### src/rtl/msto_pkg.sv
// Package for the multi-slot timeout table: shared types, codes and constants.
// Used by the controller, the datapath and the top level. Depends on nothing.
package msto_pkg;

    // Input operation codes carried in tuser.
    localparam logic FUNC_TICK = 1'b0;
    localparam logic FUNC_ARM  = 1'b1;

    // Result kind codes carried in tuser.
    localparam logic KIND_REPLY = 1'b0;
    localparam logic KIND_EVENT = 1'b1;

    // Field widths fixed by the stream format.
    localparam int DUR_W  = 32;
    localparam int HND_W  = 16;
    localparam int TAG_W  = 32;
    localparam int SLOT_W = 2;

    // At most this many expiry events are reported per tick.
    localparam int MAX_RESULTS = 4;
    localparam int CNT_W       = $clog2(MAX_RESULTS + 1);

    // Controller states.
    typedef enum logic [1:0] {
        ST_IDLE,
        ST_SCAN,
        ST_FLUSH
    } ctl_state_t;

    // Commands from the controller to the datapath.
    typedef struct packed {
        logic load;         // latch the incoming word, start at slot 0
        logic advance;      // move to the next slot
        logic arm_commit;   // write the item into the current slot, reply accepted
        logic arm_fail;     // reply with the table full
        logic tick_commit;  // decrement the current slot, capture an expiry
        logic flush_emit;   // send the held expiry as the last event
    } cmd_t;

    // Status from the datapath to the controller.
    typedef struct packed {
        logic item_arm;     // the latched word is an arm request
        logic idx_last;     // the current slot is the highest one
        logic slot_free;    // the current slot is free
        logic tick_hit;     // the current slot expires and reports on this tick
        logic pend_vld;     // an expiry event is held back
        logic out_free;     // the output register can take a word this cycle
    } stat_t;

endpackage

### src/rtl/msto_ctrl.sv
// Controller of the multi-slot timeout table: sequences the slot scan.
// Depends on msto_pkg for the state type and the command and status structs.
module msto_ctrl
(
    input  logic            clk,
    input  logic            rst_n,
    input  logic            in_valid,
    output logic            in_ready,
    input  msto_pkg::stat_t stat,
    output msto_pkg::cmd_t  cmd
);

    msto_pkg::ctl_state_t state_reg;
    msto_pkg::ctl_state_t state_next;
    logic                 tick_stall;

    // A new expiry cannot be held while the previous one still waits for the output.
    assign tick_stall = stat.tick_hit && stat.pend_vld && !stat.out_free;

    // State register.
    always_ff @(posedge clk or negedge rst_n)
    begin
        if (!rst_n)
        begin
            state_reg <= msto_pkg::ST_IDLE;
        end
        else
        begin
            state_reg <= state_next;
        end
    end

    // Next-state logic.
    always_comb
    begin
        state_next = state_reg;
        case (state_reg)
            msto_pkg::ST_IDLE:
            begin
                if (in_valid)
                begin
                    state_next = msto_pkg::ST_SCAN;
                end
            end
            msto_pkg::ST_SCAN:
            begin
                if (stat.item_arm)
                begin
                    if ((stat.slot_free || stat.idx_last) && stat.out_free)
                    begin
                        state_next = msto_pkg::ST_IDLE;
                    end
                end
                else if (!tick_stall && stat.idx_last)
                begin
                    if (stat.pend_vld || stat.tick_hit)
                    begin
                        state_next = msto_pkg::ST_FLUSH;
                    end
                    else
                    begin
                        state_next = msto_pkg::ST_IDLE;
                    end
                end
            end
            msto_pkg::ST_FLUSH:
            begin
                if (stat.out_free)
                begin
                    state_next = msto_pkg::ST_IDLE;
                end
            end
            default:
            begin
                state_next = msto_pkg::ST_IDLE;
            end
        endcase
    end

    // Command outputs.
    always_comb
    begin
        cmd      = '0;
        in_ready = 1'b0;
        case (state_reg)
            msto_pkg::ST_IDLE:
            begin
                in_ready = 1'b1;
                cmd.load = in_valid;
            end
            msto_pkg::ST_SCAN:
            begin
                if (stat.item_arm)
                begin
                    if (stat.slot_free)
                    begin
                        cmd.arm_commit = stat.out_free;
                    end
                    else if (stat.idx_last)
                    begin
                        cmd.arm_fail = stat.out_free;
                    end
                    else
                    begin
                        cmd.advance = 1'b1;
                    end
                end
                else if (!tick_stall)
                begin
                    cmd.tick_commit = 1'b1;
                    cmd.advance     = !stat.idx_last;
                end
            end
            msto_pkg::ST_FLUSH:
            begin
                cmd.flush_emit = stat.out_free;
            end
            default:
            begin
                cmd = '0;
            end
        endcase
    end

endmodule

### src/rtl/msto_dpath.sv
// Datapath of the multi-slot timeout table: slot memories, busy bits,
// held expiry event and output register. Depends on msto_pkg.
module msto_dpath
#(
    parameter int SLOTS = 4
)
(
    input  logic                       clk,
    input  logic                       rst_n,
    input  msto_pkg::cmd_t             cmd,
    output msto_pkg::stat_t            stat,
    input  logic                       in_func,
    input  logic [msto_pkg::DUR_W-1:0] in_duration,
    input  logic [msto_pkg::HND_W-1:0] in_handler,
    input  logic [msto_pkg::TAG_W-1:0] in_tag,
    input  logic                       out_ready,
    output logic                       out_valid,
    output logic                       out_kind,
    output logic                       out_accepted,
    output logic [msto_pkg::SLOT_W-1:0] out_slot,
    output logic [msto_pkg::HND_W-1:0] out_handler,
    output logic [msto_pkg::TAG_W-1:0] out_tag,
    output logic                       out_last
);

    localparam int IDX_W = (SLOTS > 1) ? $clog2(SLOTS) : 1;

    // Slot memories; entries are used only while their busy bit is set.
    logic [msto_pkg::DUR_W-1:0] rem_mem [SLOTS];
    logic [msto_pkg::HND_W-1:0] hnd_mem [SLOTS];
    logic [msto_pkg::TAG_W-1:0] tag_mem [SLOTS];

    logic [msto_pkg::DUR_W-1:0] rem_q_reg;
    logic [msto_pkg::HND_W-1:0] hnd_q_reg;
    logic [msto_pkg::TAG_W-1:0] tag_q_reg;

    // Latched item.
    logic                       func_reg;
    logic [msto_pkg::DUR_W-1:0] dur_reg;
    logic [msto_pkg::HND_W-1:0] hnd_reg;
    logic [msto_pkg::TAG_W-1:0] tag_reg;

    logic [IDX_W-1:0]           idx_reg;
    logic [IDX_W-1:0]           idx_next;
    logic [IDX_W+1:0]           idx_ext;
    logic [msto_pkg::SLOT_W-1:0] idx_lo;
    logic [SLOTS-1:0]           busy_reg;
    logic [SLOTS-1:0]           busy_next;
    logic                       cur_busy;
    logic [msto_pkg::DUR_W-1:0] rem_dec;
    logic                       rem_we;
    logic [msto_pkg::DUR_W-1:0] rem_wdata;
    logic                       tick_hit;

    // Held expiry event and its count.
    logic [msto_pkg::CNT_W-1:0] cnt_reg;
    logic                       pend_vld_reg;
    logic [msto_pkg::SLOT_W-1:0] pend_slot_reg;
    logic [msto_pkg::HND_W-1:0] pend_hnd_reg;
    logic [msto_pkg::TAG_W-1:0] pend_tag_reg;
    logic                       pend_push;

    // Output register.
    logic                       out_vld_reg;
    logic                       out_free;
    logic                       out_load;
    logic                       out_kind_reg;
    logic                       out_acc_reg;
    logic [msto_pkg::SLOT_W-1:0] out_slot_reg;
    logic [msto_pkg::HND_W-1:0] out_hnd_reg;
    logic [msto_pkg::TAG_W-1:0] out_tag_reg;
    logic                       out_last_reg;

    // Slot index: restart on a new word, step on advance.
    always_comb
    begin
        if (cmd.load)
        begin
            idx_next = '0;
        end
        else if (cmd.advance)
        begin
            idx_next = idx_reg + IDX_W'(1);
        end
        else
        begin
            idx_next = idx_reg;
        end
    end

    assign idx_ext  = {2'b00, idx_reg};
    assign idx_lo   = idx_ext[msto_pkg::SLOT_W-1:0];
    assign cur_busy = busy_reg[idx_reg];
    assign rem_dec  = rem_q_reg - msto_pkg::DUR_W'(1);
    assign tick_hit = cur_busy && (rem_q_reg == msto_pkg::DUR_W'(1))
                      && (hnd_q_reg != '0)
                      && (cnt_reg < msto_pkg::CNT_W'(msto_pkg::MAX_RESULTS));
    assign pend_push = cmd.tick_commit && tick_hit;

    // Remaining-count write: the new duration on arm, the decrement on tick.
    assign rem_we    = cmd.arm_commit || (cmd.tick_commit && cur_busy);
    assign rem_wdata = cmd.arm_commit ? dur_reg : rem_dec;

    // Slot memories with registered read at the next index.
    always_ff @(posedge clk)
    begin
        if (rem_we)
        begin
            rem_mem[idx_reg] <= rem_wdata;
        end
        if (cmd.arm_commit)
        begin
            hnd_mem[idx_reg] <= hnd_reg;
            tag_mem[idx_reg] <= tag_reg;
        end
        rem_q_reg <= rem_mem[idx_next];
        hnd_q_reg <= hnd_mem[idx_next];
        tag_q_reg <= tag_mem[idx_next];
    end

    // Busy bits: a slot is busy while its remaining count is not zero.
    always_comb
    begin
        busy_next = busy_reg;
        if (cmd.arm_commit)
        begin
            busy_next[idx_reg] = (dur_reg != '0);
        end
        else if (cmd.tick_commit && cur_busy && (rem_dec == '0))
        begin
            busy_next[idx_reg] = 1'b0;
        end
    end

    // Control registers.
    always_ff @(posedge clk or negedge rst_n)
    begin
        if (!rst_n)
        begin
            idx_reg      <= '0;
            busy_reg     <= '0;
            cnt_reg      <= '0;
            pend_vld_reg <= 1'b0;
            out_vld_reg  <= 1'b0;
        end
        else
        begin
            idx_reg  <= idx_next;
            busy_reg <= busy_next;
            if (cmd.load)
            begin
                cnt_reg      <= '0;
                pend_vld_reg <= 1'b0;
            end
            else if (pend_push)
            begin
                cnt_reg      <= cnt_reg + msto_pkg::CNT_W'(1);
                pend_vld_reg <= 1'b1;
            end
            else if (cmd.flush_emit)
            begin
                pend_vld_reg <= 1'b0;
            end
            if (out_load)
            begin
                out_vld_reg <= 1'b1;
            end
            else if (out_ready)
            begin
                out_vld_reg <= 1'b0;
            end
        end
    end

    // Item and held-event payload.
    always_ff @(posedge clk)
    begin
        if (cmd.load)
        begin
            func_reg <= in_func;
            dur_reg  <= in_duration;
            hnd_reg  <= in_handler;
            tag_reg  <= in_tag;
        end
        if (pend_push)
        begin
            pend_slot_reg <= idx_lo;
            pend_hnd_reg  <= hnd_q_reg;
            pend_tag_reg  <= tag_q_reg;
        end
    end

    // Output register load: arm replies, an earlier event pushed out by a
    // newer one, or the held event at the end of the scan.
    assign out_free = !out_vld_reg || out_ready;
    assign out_load = cmd.arm_commit || cmd.arm_fail || cmd.flush_emit
                      || (pend_push && pend_vld_reg);

    always_ff @(posedge clk)
    begin
        if (cmd.arm_commit || cmd.arm_fail)
        begin
            out_kind_reg <= msto_pkg::KIND_REPLY;
            out_acc_reg  <= cmd.arm_commit;
            out_slot_reg <= cmd.arm_commit ? idx_lo : '0;
            out_hnd_reg  <= '0;
            out_tag_reg  <= '0;
            out_last_reg <= 1'b1;
        end
        else if (out_load)
        begin
            out_kind_reg <= msto_pkg::KIND_EVENT;
            out_acc_reg  <= 1'b0;
            out_slot_reg <= pend_slot_reg;
            out_hnd_reg  <= pend_hnd_reg;
            out_tag_reg  <= pend_tag_reg;
            out_last_reg <= cmd.flush_emit;
        end
    end

    assign out_valid    = out_vld_reg;
    assign out_kind     = out_kind_reg;
    assign out_accepted = out_acc_reg;
    assign out_slot     = out_slot_reg;
    assign out_handler  = out_hnd_reg;
    assign out_tag      = out_tag_reg;
    assign out_last     = out_last_reg;

    // Status to the controller.
    assign stat.item_arm  = (func_reg == msto_pkg::FUNC_ARM);
    assign stat.idx_last  = (idx_reg == IDX_W'(SLOTS - 1));
    assign stat.slot_free = !cur_busy;
    assign stat.tick_hit  = tick_hit;
    assign stat.pend_vld  = pend_vld_reg;
    assign stat.out_free  = out_free;

    // A held event is only replaced when the output register can take it.
    a_no_overwrite: assert property (@(posedge clk) disable iff (!rst_n)
        pend_push && pend_vld_reg |-> out_free)
        else $error("held expiry event pushed into a full output register");

    // Replies and the final event are only issued with room at the output.
    a_reply_room: assert property (@(posedge clk) disable iff (!rst_n)
        (cmd.arm_commit || cmd.arm_fail || cmd.flush_emit) |-> out_free)
        else $error("result issued while the output register is full");

    // The event count per tick stays within the limit.
    a_cnt_bound: assert property (@(posedge clk) disable iff (!rst_n)
        cnt_reg <= msto_pkg::CNT_W'(msto_pkg::MAX_RESULTS))
        else $error("expiry event count above the limit");

    // Arming with a nonzero duration marks the slot busy.
    a_arm_busy: assert property (@(posedge clk) disable iff (!rst_n)
        cmd.arm_commit && (dur_reg != '0) |=> busy_reg[$past(idx_reg)])
        else $error("armed slot not marked busy");

endmodule

### src/rtl/multi_slot_timeout_table_top.sv
// Top level of the multi-slot timeout table: stream ports and field packing.
// Depends on msto_pkg, msto_ctrl and msto_dpath.
//
// The table holds SLOTS one-shot timeouts and takes one input word at a time.
// The slot memories have one read port, so the controller visits one slot per
// clock cycle while the scan is not held by a full output register. An arm
// word visits the slots in order up to the first free one (all of them when
// the table is full) and yields one reply. A tick word visits every slot and
// decrements each busy one, then sends the last expiry event, when there is
// one, from the flush state; events leave in slot order and at most four per
// tick. A stalled output stream holds the table whenever the arm reply, a
// second expiry event found during the scan or the final expiry event meets
// an output register that is still full. A word is accepted only while the
// table is idle; a result waiting at the output does not block the next word.
module multi_slot_timeout_table_top
#(
    parameter int SLOTS = 4
)
(
    input  logic        clk,
    input  logic        rst_n,
    input  logic        s_axis_tvalid,
    output logic        s_axis_tready,
    input  logic [79:0] s_axis_tdata,  // duration[31:0], handler_id[47:32], param_tag[79:48]
    input  logic [0:0]  s_axis_tuser,  // func[0]
    output logic        m_axis_tvalid,
    input  logic        m_axis_tready,
    output logic [55:0] m_axis_tdata,  // accepted[0], slot[2:1], out_handler[18:3],
                                       // out_tag[50:19], zero[55:51]
    output logic [0:0]  m_axis_tuser,  // kind[0]
    output logic        m_axis_tlast
);

    msto_pkg::cmd_t  cmd;
    msto_pkg::stat_t stat;

    logic                        out_kind;
    logic                        out_accepted;
    logic [msto_pkg::SLOT_W-1:0] out_slot;
    logic [msto_pkg::HND_W-1:0]  out_handler;
    logic [msto_pkg::TAG_W-1:0]  out_tag;

    // Scan sequencer.
    msto_ctrl u_ctrl
    (
        .clk      (clk),
        .rst_n    (rst_n),
        .in_valid (s_axis_tvalid),
        .in_ready (s_axis_tready),
        .stat     (stat),
        .cmd      (cmd)
    );

    // Slot storage and result path.
    msto_dpath #(
        .SLOTS (SLOTS)
    ) u_dpath
    (
        .clk          (clk),
        .rst_n        (rst_n),
        .cmd          (cmd),
        .stat         (stat),
        .in_func      (s_axis_tuser[0]),
        .in_duration  (s_axis_tdata[31:0]),
        .in_handler   (s_axis_tdata[47:32]),
        .in_tag       (s_axis_tdata[79:48]),
        .out_ready    (m_axis_tready),
        .out_valid    (m_axis_tvalid),
        .out_kind     (out_kind),
        .out_accepted (out_accepted),
        .out_slot     (out_slot),
        .out_handler  (out_handler),
        .out_tag      (out_tag),
        .out_last     (m_axis_tlast)
    );

    // Pack the result word.
    assign m_axis_tdata = {5'b00000, out_tag, out_handler, out_slot, out_accepted};
    assign m_axis_tuser = out_kind;

endmodule
### config.mk
export PLATFORM = sky130hd
export DESIGN_NAME = multi_slot_timeout_table_top
export DESIGN_NICKNAME = d
export VERILOG_FILES = /design/src/rtl/msto_pkg.sv /design/src/rtl/msto_ctrl.sv /design/src/rtl/msto_dpath.sv /design/src/rtl/multi_slot_timeout_table_top.sv
export SDC_FILE = /design/constraint.sdc
export NUM_CORES = 1
export LEC_CHECK = 0
export BUFFER_PORTS_ARGS = -buffer_cell sky130_fd_sc_hd__buf_2
export CORE_MARGIN = 5
export CORE_UTILIZATION = 50
export DETAILED_ROUTE_END_ITERATION = 8
export PLACE_DENSITY = 0.7
export SETUP_SLACK_MARGIN = 0.3
export SLEW_MARGIN = 20
export SYNTH_ARGS = -nofsm -noshare
export SYNTH_HDL_FRONTEND = slang
export SYNTH_SLANG_ARGS = --single-unit
### constraint.sdc
create_clock -name clk -period 3.45 [get_ports clk]
set_input_delay 0.69 -clock clk [delete_from_list [all_inputs] [get_ports clk]]
set_output_delay 0.69 -clock clk [all_outputs]
set_load 0.02 [all_outputs]
==> impl_metrics.csv, run 1 <==
group,metric,value,unit
status,status,"finished, final reports clean",
pwr,clkPwrFrac,27.9,%
detailed_routing,antenna_left,0,
finish,areaGrowthSynthToFinish,15.8,%
synth,synth.avg_cell_area,16.2,sq um
floorplan,ioPinCount,145,
worst_setup_path,critical_path_class,"flip-flop to flip-flop",
timing,drv_slew,0,
timing,min_period_over_period,88.1,%
timing,rsz0062_at_grt,"false",
worst_setup_path,start_kind,"flip-flop",
global_routing,grt_pass1_vias,12000,
detailed_routing,wl_per_cell,19.9,um
timing,relSlewSlack,34.5,%
finish,layout_common_cells,"edfxtp_1, mux2i_1, buf_2",
timing,fin_skew,28.2,ps
finish,drive_gt1_share,18.7,%
clock_tree,cts_tree,"done",
timing,hold_viol_final,0,
hold_path,hp-class,"input pin to flip-flop",
worst_setup_path,r2r_end,"u_dpath.tag_q_reg[9]",
floorplan,die_h,220,um
synth,synthXorXnorAreaFrac,0.955,%
detailed_routing,drt-initial-drc-count,744,
floorplan,fp.dieW,220,um
detailed_routing,drc,0,
pwr,ir_drop,455,uV
detailed_routing,vias,11600,
worst_setup_path,critPathMaxFanout,34,
timing,fin_crit,3040,ps
worst_setup_path,rr_startpoint,"u_dpath.rem_q_reg[14]",
worst_setup_path,r2r_slack,410,ps
floorplan,row_count,76,
global_routing,grt_pass1_wl,66.6,mm
pwr,power_switching,0.00661,W
synth,synth-seq-area-share,75.2,%
synth,synthSimpleGateAreaFrac,6.55,%
synth,syn-cell-area,0.0220,sq mm
placed_design,post_dp_cell_area,0.0235,sq mm
detailed_routing,wl,43.2,mm
floorplan,coreArea,0.0434,sq mm
finish,postLayoutCellArea,0.0255,sq mm
timing,fin_hold_ws,253,ps
synth,postSynthCellCount,1360,
timing,fin_ws,411,ps
synth,yosysWarnings,0,
worst_setup_path,arrival,3520,ps
pwr,swShare,29.7,%
finish,postLayoutCoreUtil,58.8,%
global_routing,antenna_found_initial,0,
placed_design,dp_worst_setup_slack,303,ps
worst_setup_path,cp.required,3940,ps
pwr,p_comb_share,25.9,%
clock_tree,cts.sinks,597,
synth,ys_dominant_reg_cell,"edfxtp_1",
timing,fmax,329,MHz
detailed_routing,drt_first_pass_iters,5,
worst_setup_path,end_kind,"flip-flop",
synth,ys_ff_latch,597,
synth,synth-adder-area-share,0.398,%
clock_tree,numCtsBuffers,56,
placed_design,gp_congestion,0.863,
synth,synth_mux_area_share,11.4,%
placed_design,port_buffers,139,
finish,diodes,0,
detailed_routing,viasPerCell,5.35,
clock_tree,cts-htree-levels,2,
timing,worst_pin_slew,982,ps
synth,synth-edff-count,454,
pwr,seqPwrFrac,46.2,%
pwr,intPower,0.0157,W
run,maxCapViolCount,0,
synth,synth_compound_area_share,3.26,%
timing,finalSetupViolCount,0,
floorplan,start_util,50.8,%
hold_path,hold_path_depth,1,
finish,final_common_cell,"edfxtp_1",
worst_setup_path,rr_worst_depth,9,
floorplan,die_area,0.0483,sq mm
global_routing,grt_max_degree,63,
hold_path,min_to,"u_dpath.hnd_reg[4]",
hold_path,hold_start,"s_axis_tdata[36]",
placed_design,dp_hpwl,26.5,mm
clock_tree,clock-root-buffer,"clkbuf_16",
pwr,p_leak,9.36,nW
timing,fin_setup_tns,0,ps
clock_tree,clk_path_buf_depth,3,
finish,final_nets,1629,
synth,async_flop_share,2.18,%
synth,yosysUniqueCellTypes,67,
synth,synth_top_family_by_area,"multiplexers",
global_routing,grt_overflow_total,0,
global_routing,grt_use_total,17.8,%
clock_tree,insertion_delay,610,ps
clock_tree,clkTransAtPathRegs,60,ps
finish,reg_top3,"u_dpath.rem_mem (128), u_dpath.tag_mem (128), u_dpath.hnd_mem (64)",
pwr,p_per_area,874,mW/mm^2
[timing repair]
item / in CTS / in global routing
cloned: 1 / 1
endpoints found under the hold margin: 13 / 0
hold buffers: 1 / 0
endpoints found under the setup margin: 7 / 79
buffers inserted: 0 / 4
pin swaps: 0 / 2
resized for setup: 1 / 10
[cell usage after synthesis (2+ instances only)]
cell type | number | area [sq um]
and3_1 | 4 | 25.0
nor3b_1 | 3 | 22.5
or4_1 | 8 | 60.1
xnor2_1 | 17 | 149
ha_1 | 7 | 87.6
o32ai_1 | 2 | 17.5
a21oi_1 | 11 | 55.1
nor4_1 | 19 | 119
nand3_1 | 10 | 50.1
or2_2 | 4 | 25.0
o41ai_1 | 2 | 17.5
edfxtp_1 | 454 | 13600
a31oi_1 | 7 | 43.8
buf_1 | 2 | 7.51
inv_1 | 9 | 33.8
nand4_1 | 9 | 56.3
nand2_1 | 139 | 522
nand2b_1 | 7 | 43.8
buf_2 | 22 | 110
mux2i_1 | 248 | 2480
a2111oi_0 | 2 | 17.5
nor2_1 | 36 | 135
o31ai_1 | 2 | 15.0
dfrtp_1 | 13 | 325
buf_12 | 9 | 180
nand3b_1 | 2 | 15.0
nor3_1 | 11 | 55.1
dfxtp_1 | 130 | 2600
mux2_2 | 2 | 22.5
nor2b_1 | 3 | 18.8
or3_1 | 5 | 31.3
clkbuf_1 | 23 | 86.3
o2111ai_1 | 3 | 26.3
buf_4 | 6 | 45.0
o21ai_1 | 34 | 170
xor2_1 | 7 | 61.3
and2_1 | 10 | 62.6
nand4b_1 | 3 | 26.3
o21ai_0 | 45 | 225
nor4_2 | 3 | 37.5
[metrics by stage]
step	power, W	instances
floorplan	0.0146	1364
global placement	0.0158	2057
detailed placement	0.0160	2057
CTS	0.0224	2165
global route	0.0233	2170
finish	0.0223	2170
[final cells by class]
type                    instances  area (sq um)
clock buffers                  82          1580
clock inverters                24           312
fillers                      3277         17900
inverters                       9          37.5
multi-input cells             694          5060
flip-flops and latches        597         16600
well taps                     585           732
repair buffers                179          1210
[worst max-delay path, stage by stage (launching register included)]
cell and delay [ps]:
dfxtp_1 380, or3_1 400, or4b_4 550, nor2_2 220, a41oi_1 200, nor3_4 280, buf_12 310, buf_12 220
mux2i_1 230, mux2i_1 100
[cell families after synthesis]
group                    Yosys count
adder cells (fa/ha/maj)            7
flip-flops                       597
AND/OR/NAND/NOR                  287
other                              1
multiplexers                     250
XOR/XNOR                          24
buffers and inverters             73
AO/OA/AOI/OAI                    121
[routing by layer]
layer / global-route usage [%] / routed length, um
met5: 0 / 0
met4: 5.70 / 1030
met3: 3.45 / 2500
met2: 30.5 / 21500
met1: 23.1 / 18200
[power groups by stage]
stage / clock (W) / combinational [W] / sequential (W)
6_report: 0.00621 / 0.00578 / 0.0103
4_1_cts: 0.00635 / 0.00575 / 0.0103
3_3_place_gp: 0 / 0.00543 / 0.0104
3_5_place_dp: 0 / 0.00561 / 0.0104
2_1_floorplan: 0 / 0.00434 / 0.0103
5_1_grt: 0.00664 / 0.00625 / 0.0104
[worst max path at each step]
stage	start	end	slack, ps	depth (start not counted)
detailed placement	u_dpath.rem_q_reg[0]	u_dpath.hnd_q_reg[13]	300	9
CTS	u_dpath.rem_q_reg[0]	u_dpath.tag_q_reg[9]	270	9
global placement	u_dpath.rem_q_reg[14]	u_dpath.tag_q_reg[30]	360	9
finish	u_dpath.rem_q_reg[14]	u_dpath.tag_q_reg[9]	410	9
global route	u_dpath.rem_q_reg[14]	u_dpath.rem_q_reg[3]	310	9
floorplan	s_axis_tvalid	u_dpath.rem_q_reg[22]	-200	10
Power figures use the tool's default switching activity.
==> inputs of run 2 (changes only) <==
Settings changed: PLACE_DENSITY 0.7 to 0.68.
Clock period 3.45 ns to 3.34 ns, I/O delays scaled along.
==> run 2 against run 1 <==
Against the previous run: non-clock buffer count decreased by 3; hold slack lost 27 ps; core utilization grew 0.36 points; first-iteration DRC count increased by 30%; wire length shrank 0.28%; critical path depth stayed put; clock-buffer cell count down 16; maximum frequency grew 3.0%; register-to-register slack got worse by 20 ps; flip-flop and latch count unchanged; final area increased by 0.61%; largest power group unchanged; highest routed layer unchanged.
==> impl_metrics.csv, run 2 (synthesis results as in run 1) <==
group,metric,value,unit
worst_setup_path,start_kind,"flip-flop",
finish,layout_common_cells,"edfxtp_1, mux2i_1, buf_2",
placed_design,dp_hpwl,26.2,mm
placed_design,placed_cells,2059,
pwr,p_per_area,904,mW/mm^2
clock_tree,cts.sinks,597,
floorplan,row_count,76,
global_routing,grt_use_total,17.7,%
clock_tree,numCtsBuffers,57,
timing,min_period_over_period,88.3,%
placed_design,dp_worst_setup_slack,275,ps
detailed_routing,viasPerCell,5.32,
status,status,"finished, final reports clean",
worst_setup_path,cpPeakStageDelay,570,ps
worst_setup_path,critical_path_class,"flip-flop to flip-flop",
detailed_routing,wl_per_cell,19.9,um
timing,fin_ws,390,ps
timing,rsz0062_at_grt,"true",
timing,drv_slew,0,
global_routing,grt_max_degree,98,
floorplan,fp.dieW,220,um
detailed_routing,wl,43.1,mm
placed_design,port_buffers,139,
detailed_routing,antenna_left,0,
finish,nFillCells,3270,
placed_design,gp_congestion,0.829,
clock_tree,cts-htree-levels,2,
finish,areaGrowthSynthToFinish,16.5,%
timing,finalSetupViolCount,0,
worst_setup_path,cp_top_family,"simple AND/OR/NAND/NOR gates",
detailed_routing,drt_first_pass_iters,5,
pwr,ir_drop,464,uV
timing,fin_setup_tns,0,ps
worst_setup_path,cp_slowest_cell,"or4b_4",
clock_tree,clock-root-buffer,"clkbuf_16",
clock_tree,cts_tree,"done",
timing,relSlewSlack,54.2,%
global_routing,grt_overflow_total,0,
floorplan,coreArea,0.0434,sq mm
detailed_routing,vias,11600,
worst_setup_path,critical_path_buf_inv_count,2,
run,maxCapViolCount,0,
floorplan,die_area,0.0483,sq mm
clock_tree,insertion_delay,610,ps
finish,final_common_cell,"edfxtp_1",
global_routing,use_met3,3.16,%
finish,final_nets,1627,
timing,fmax,339,MHz
clock_tree,clkTransAtPathRegs,60,ps
worst_setup_path,arrival,3410,ps
worst_setup_path,end_kind,"flip-flop",
global_routing,grt_pass1_wl,65.8,mm
detailed_routing,drt-initial-drc-count,964,
global_routing,busiest_layer,"met2",
detailed_routing,drc,0,
floorplan,start_util,50.8,%
global_routing,grt_pass1_vias,11800,
clock_tree,clk_path_buf_depth,3,
timing,fin_crit,2950,ps
finish,final_cell_count_no_fill,2170,
clock_tree,post-cts-setup-buffers,0,
timing,fin_skew,41.1,ps
timing,hold_viol_final,0,
worst_setup_path,critPathMaxFanout,36,
global_routing,antenna_found_initial,0,
finish,drive_gt1_share,20.0,%
floorplan,ioPinCount,145,
floorplan,die_h,220,um
worst_setup_path,crit_chain,"or3_1, or4b_4, nor2_4, a41oi_1, nor3_4, buf_12, buf_16, mux2i_1, mux2i_1",
global_routing,grt_util_met1,24.3,%
timing,worst_pin_slew,687,ps
worst_setup_path,cp.required,3800,ps
pwr,p_leak,9.43,nW
global_routing,grt_use_met2,29.5,%
finish,reg_top3,"u_dpath.rem_mem (128), u_dpath.tag_mem (128), u_dpath.hnd_mem (64)",
hold_path,hp-class,"input pin to flip-flop",
worst_setup_path,crit_path_frequent_cell,"mux2i_1",
## run 2: changes by cell type in the layout (fill, tap and decap cells not counted), sizes merged
| cell | delta |
|---|---|
| buf | -2 |
| clkbuf | -16 |
| clkinv | +11 |
| diode | +1 |
| clkinvlp | +2 |
| bufinv | +2 |
| inv | +3 |
| bufbuf | -1 |
## run 2: area by class of cell
cell class              instances  area [sq um]  share of cell area (%)
well taps                     585           732                    2.85
flip-flops and latches        597         16600                    64.6
clock buffers                  66          1530                    5.96
multi-input cells             694          5090                    19.9
repair buffers                176          1200                    4.69
inverters                       9          37.5                   0.146
clock inverters                42           493                    1.92
diodes                          1          2.50                 0.00975
## run 2: repair_timing
item	in CTS	in global routing
hold buffers	1	0
pin swaps	0	2
hold endpoints to repair	13	0
cloned	0	1
gates resized for setup	2	16
endpoints found under the setup margin	18	83
## run 2: report_power, final
group	leakage, nW	switching, W	internal (W)
Clock	0.994	0.00278	0.00395
Sequential	5.36	0.000852	0.00975
Combinational	3.08	0.00328	0.00259
Total	9.43	0.00691	0.0163
## run 2: worst register-to-register path: stages (launching register included)
cell,delay (ps)
dfxtp_1,380
or3_1,410
or4b_4,570
nor2_4,180
a41oi_1,190
nor3_4,260
buf_12,210
buf_16,260
mux2i_1,260
mux2i_1,90
## run 2: metal layers
metal / part of all wire, % / vias to the layer above
met4: 2.3 / 0
li1: - / 5454
met3: 5.2 / 71
met5: 0 / -
met1: 44 / 5727
met2: 49 / 301
## run 2: through the flow
stage               power [W]  util [%]  hold slack (ps)  cell area (sq um)
finish                 0.0232      59.2              226              25700
global placement       0.0163      54.2              386              23500
floorplan              0.0151         -              372              22100
CTS                    0.0233      58.9              184              25600
global route           0.0243      59.2              191              25700
detailed placement     0.0165      54.2              389              23500
## run 2: path summary, 6_finish.rpt
check                                 startpoint                       to  slack [ps]  cells past startpoint
min                             s_axis_tdata[40]       u_dpath.hnd_reg[8]         230                      1
min reg2reg                 u_dpath.tag_q_reg[9]  u_dpath.pend_tag_reg[9]         400                      0
max in group asynchronous                  rst_n       u_dpath.cnt_reg[1]        2590                      2
max reg2reg                u_dpath.rem_q_reg[14]    u_dpath.tag_q_reg[27]         390                      9
max                        u_dpath.rem_q_reg[14]    u_dpath.tag_q_reg[27]         390                      9
min in group asynchronous                  rst_n        u_dpath.out_valid         520                      2
==> inputs of run 3 (changes only) <==
Settings changed: GPL_ROUTABILITY_DRIVEN from default to 0, PLACE_DENSITY 0.68 to default, PLACE_DENSITY_LB_ADDON from default to 0.2.
==> run 3 against run 2 <==
Against the previous run: wire length up 0.46%; global-route usage grew 0.13 points; clock power is 1% higher.
==> impl_metrics.csv, run 3 (synthesis results as in run 1) <==
group,metric,value,unit
pwr,p_per_area,912,mW/mm^2
floorplan,die_h,220,um
finish,final_common_cell,"edfxtp_1",
pwr,intPower,0.0165,W
worst_setup_path,arrival,3420,ps
detailed_routing,vias,11500,
worst_setup_path,critPathMaxFanout,7,
timing,drv_slew,0,
global_routing,grt_use_met2,29.2,%
detailed_routing,antenna_left,0,
finish,final_nets,1634,
detailed_routing,drt_first_pass_iters,5,
floorplan,row_count,76,
timing,fin_ws,383,ps
timing,rsz0062_at_grt,"false",
clock_tree,insertion_delay,610,ps
status,status,"finished, final reports clean",
timing,fin_hold_ws,233,ps
placed_design,dp_worst_setup_slack,254,ps
finish,reg_top3,"u_dpath.rem_mem (128), u_dpath.tag_mem (128), u_dpath.hnd_mem (64)",
floorplan,die_area,0.0483,sq mm
finish,postLayoutCoreUtil,59.2,%
global_routing,grt_use_total,17.9,%
global_routing,busiest_layer,"met2",
placed_design,placed_cells,2062,
pwr,ir_drop,527,uV
worst_setup_path,end_kind,"flip-flop",
pwr,seqPwrFrac,45.2,%
clock_tree,numCtsBuffers,57,
worst_setup_path,start_kind,"flip-flop",
pwr,total_power,0.0234,W
floorplan,fp.dieW,220,um
worst_setup_path,critical_path_class,"flip-flop to flip-flop",
hold_path,hp-class,"input pin to flip-flop",
floorplan,coreArea,0.0434,sq mm
clock_tree,cts.sinks,597,
timing,min_period_over_period,88.5,%
floorplan,ioPinCount,145,
global_routing,grt_pass1_vias,11600,
finish,final_cell_count_no_fill,2177,
run,maxCapViolCount,0,
global_routing,grt_overflow_total,0,
finish,drive_gt1_share,19.5,%
timing,fin_crit,2960,ps
pwr,p_comb_share,25.7,%
timing,hold_viol_final,0,
worst_setup_path,cp.required,3800,ps
timing,fmax,338,MHz
pwr,power_switching,0.00689,W
clock_tree,cts-htree-levels,2,
finish,areaGrowthSynthToFinish,16.7,%
pwr,swShare,29.4,%
global_routing,grt_pass1_wl,66.2,mm
timing,fin_skew,21.1,ps
detailed_routing,drc,0,
floorplan,start_util,50.8,%
detailed_routing,wl_per_cell,19.9,um
global_routing,antenna_found_initial,1,
global_routing,grt_max_degree,71,
clock_tree,clock-root-buffer,"clkbuf_16",
detailed_routing,viasPerCell,5.27,
finish,layout_common_cells,"edfxtp_1, mux2i_1, buf_2",
clock_tree,clkTransAtPathRegs,60,ps
pwr,clkPwrFrac,29.0,%
clock_tree,clk_path_buf_depth,3,
placed_design,port_buffers,139,
global_routing,grt_util_met1,25.0,%
timing,relSlewSlack,32.2,%
clock_tree,cts_tree,"done",
global_routing,use_met3,2.75,%
detailed_routing,wl,43.3,mm
placed_design,dp_hpwl,25.8,mm
pwr,p_leak,9.46,nW
timing,finalSetupViolCount,0,
timing,worst_pin_slew,1020,ps
detailed_routing,drt-initial-drc-count,855,
[run 3: per-stage QoR]
step / instance area (sq um) / setup TNS, ps
6_report: 25700 / 0
3_3_place_gp: 23500 / 0
2_1_floorplan: 22100 / -22670
3_5_place_dp: 23500 / 0
5_1_grt: 25700 / 0
4_1_cts: 25600 / 0
[run 3: metal layers]
layer,up-vias,wire length [um]
li1,5468,-
met1,5693,19600
met2,226,21000
met3,77,1750
met4,0,1040
met5,-,0
[run 3: final timing paths]
| kind | from | endpoint | slack (ps) | cells past startpoint |
|---|---|---|---|---|
| min reg2reg | u_dpath.tag_q_reg[4] | u_dpath.pend_tag_reg[4] | 400 | 0 |
| min | s_axis_tdata[45] | u_dpath.hnd_reg[13] | 230 | 1 |
| min in group asynchronous | rst_n | u_ctrl.state_reg[1] | 590 | 2 |
| max reg2reg | u_dpath.rem_q_reg[10] | u_dpath.busy_reg[0] | 380 | 7 |
| max | u_dpath.rem_q_reg[10] | u_dpath.busy_reg[0] | 380 | 7 |
| max in group asynchronous | rst_n | u_dpath.busy_reg[0] | 2500 | 2 |
[run 3: what timing repair did]
action | in CTS | in global routing
setup buffers | 0 | 3
gates resized for setup | 1 | 16
pin swaps | 0 | 2
gates cloned | 1 | 1
hold buffers | 1 | 0
endpoints found under the hold margin | 13 | 0
setup endpoints to repair | 60 | 220
[run 3: power by group through the flow]
stage | clock network (W) | logic, W | registers, W
final | 0.00680 | 0.00603 | 0.0106
after global routing | 0.00728 | 0.00654 | 0.0107
after CTS | 0.00694 | 0.00598 | 0.0106
after detailed placement | 0 | 0.00583 | 0.0107
after global placement | 0 | 0.00569 | 0.0107
after floorplan | 0 | 0.00449 | 0.0106
[run 3: cell type report]
class,instances,area [sq um]
multi-input combinational,694,5110
inverter,9,37.5
clock buffer,76,1580
timing repair buffer,183,1220
fill,3334,17700
tap,585,732
antenna,1,2.50
clock inverter,32,440
sequential,597,16600
[run 3: worst max-delay path: stages, from the launching register on]
cell       delay [ps]
dfxtp_1           420
or4_4             630
nor4_4            360
nand2_1           100
o2bb2ai_1         170
or4_4             580
a2111oi_4         430
o21ai_1           140
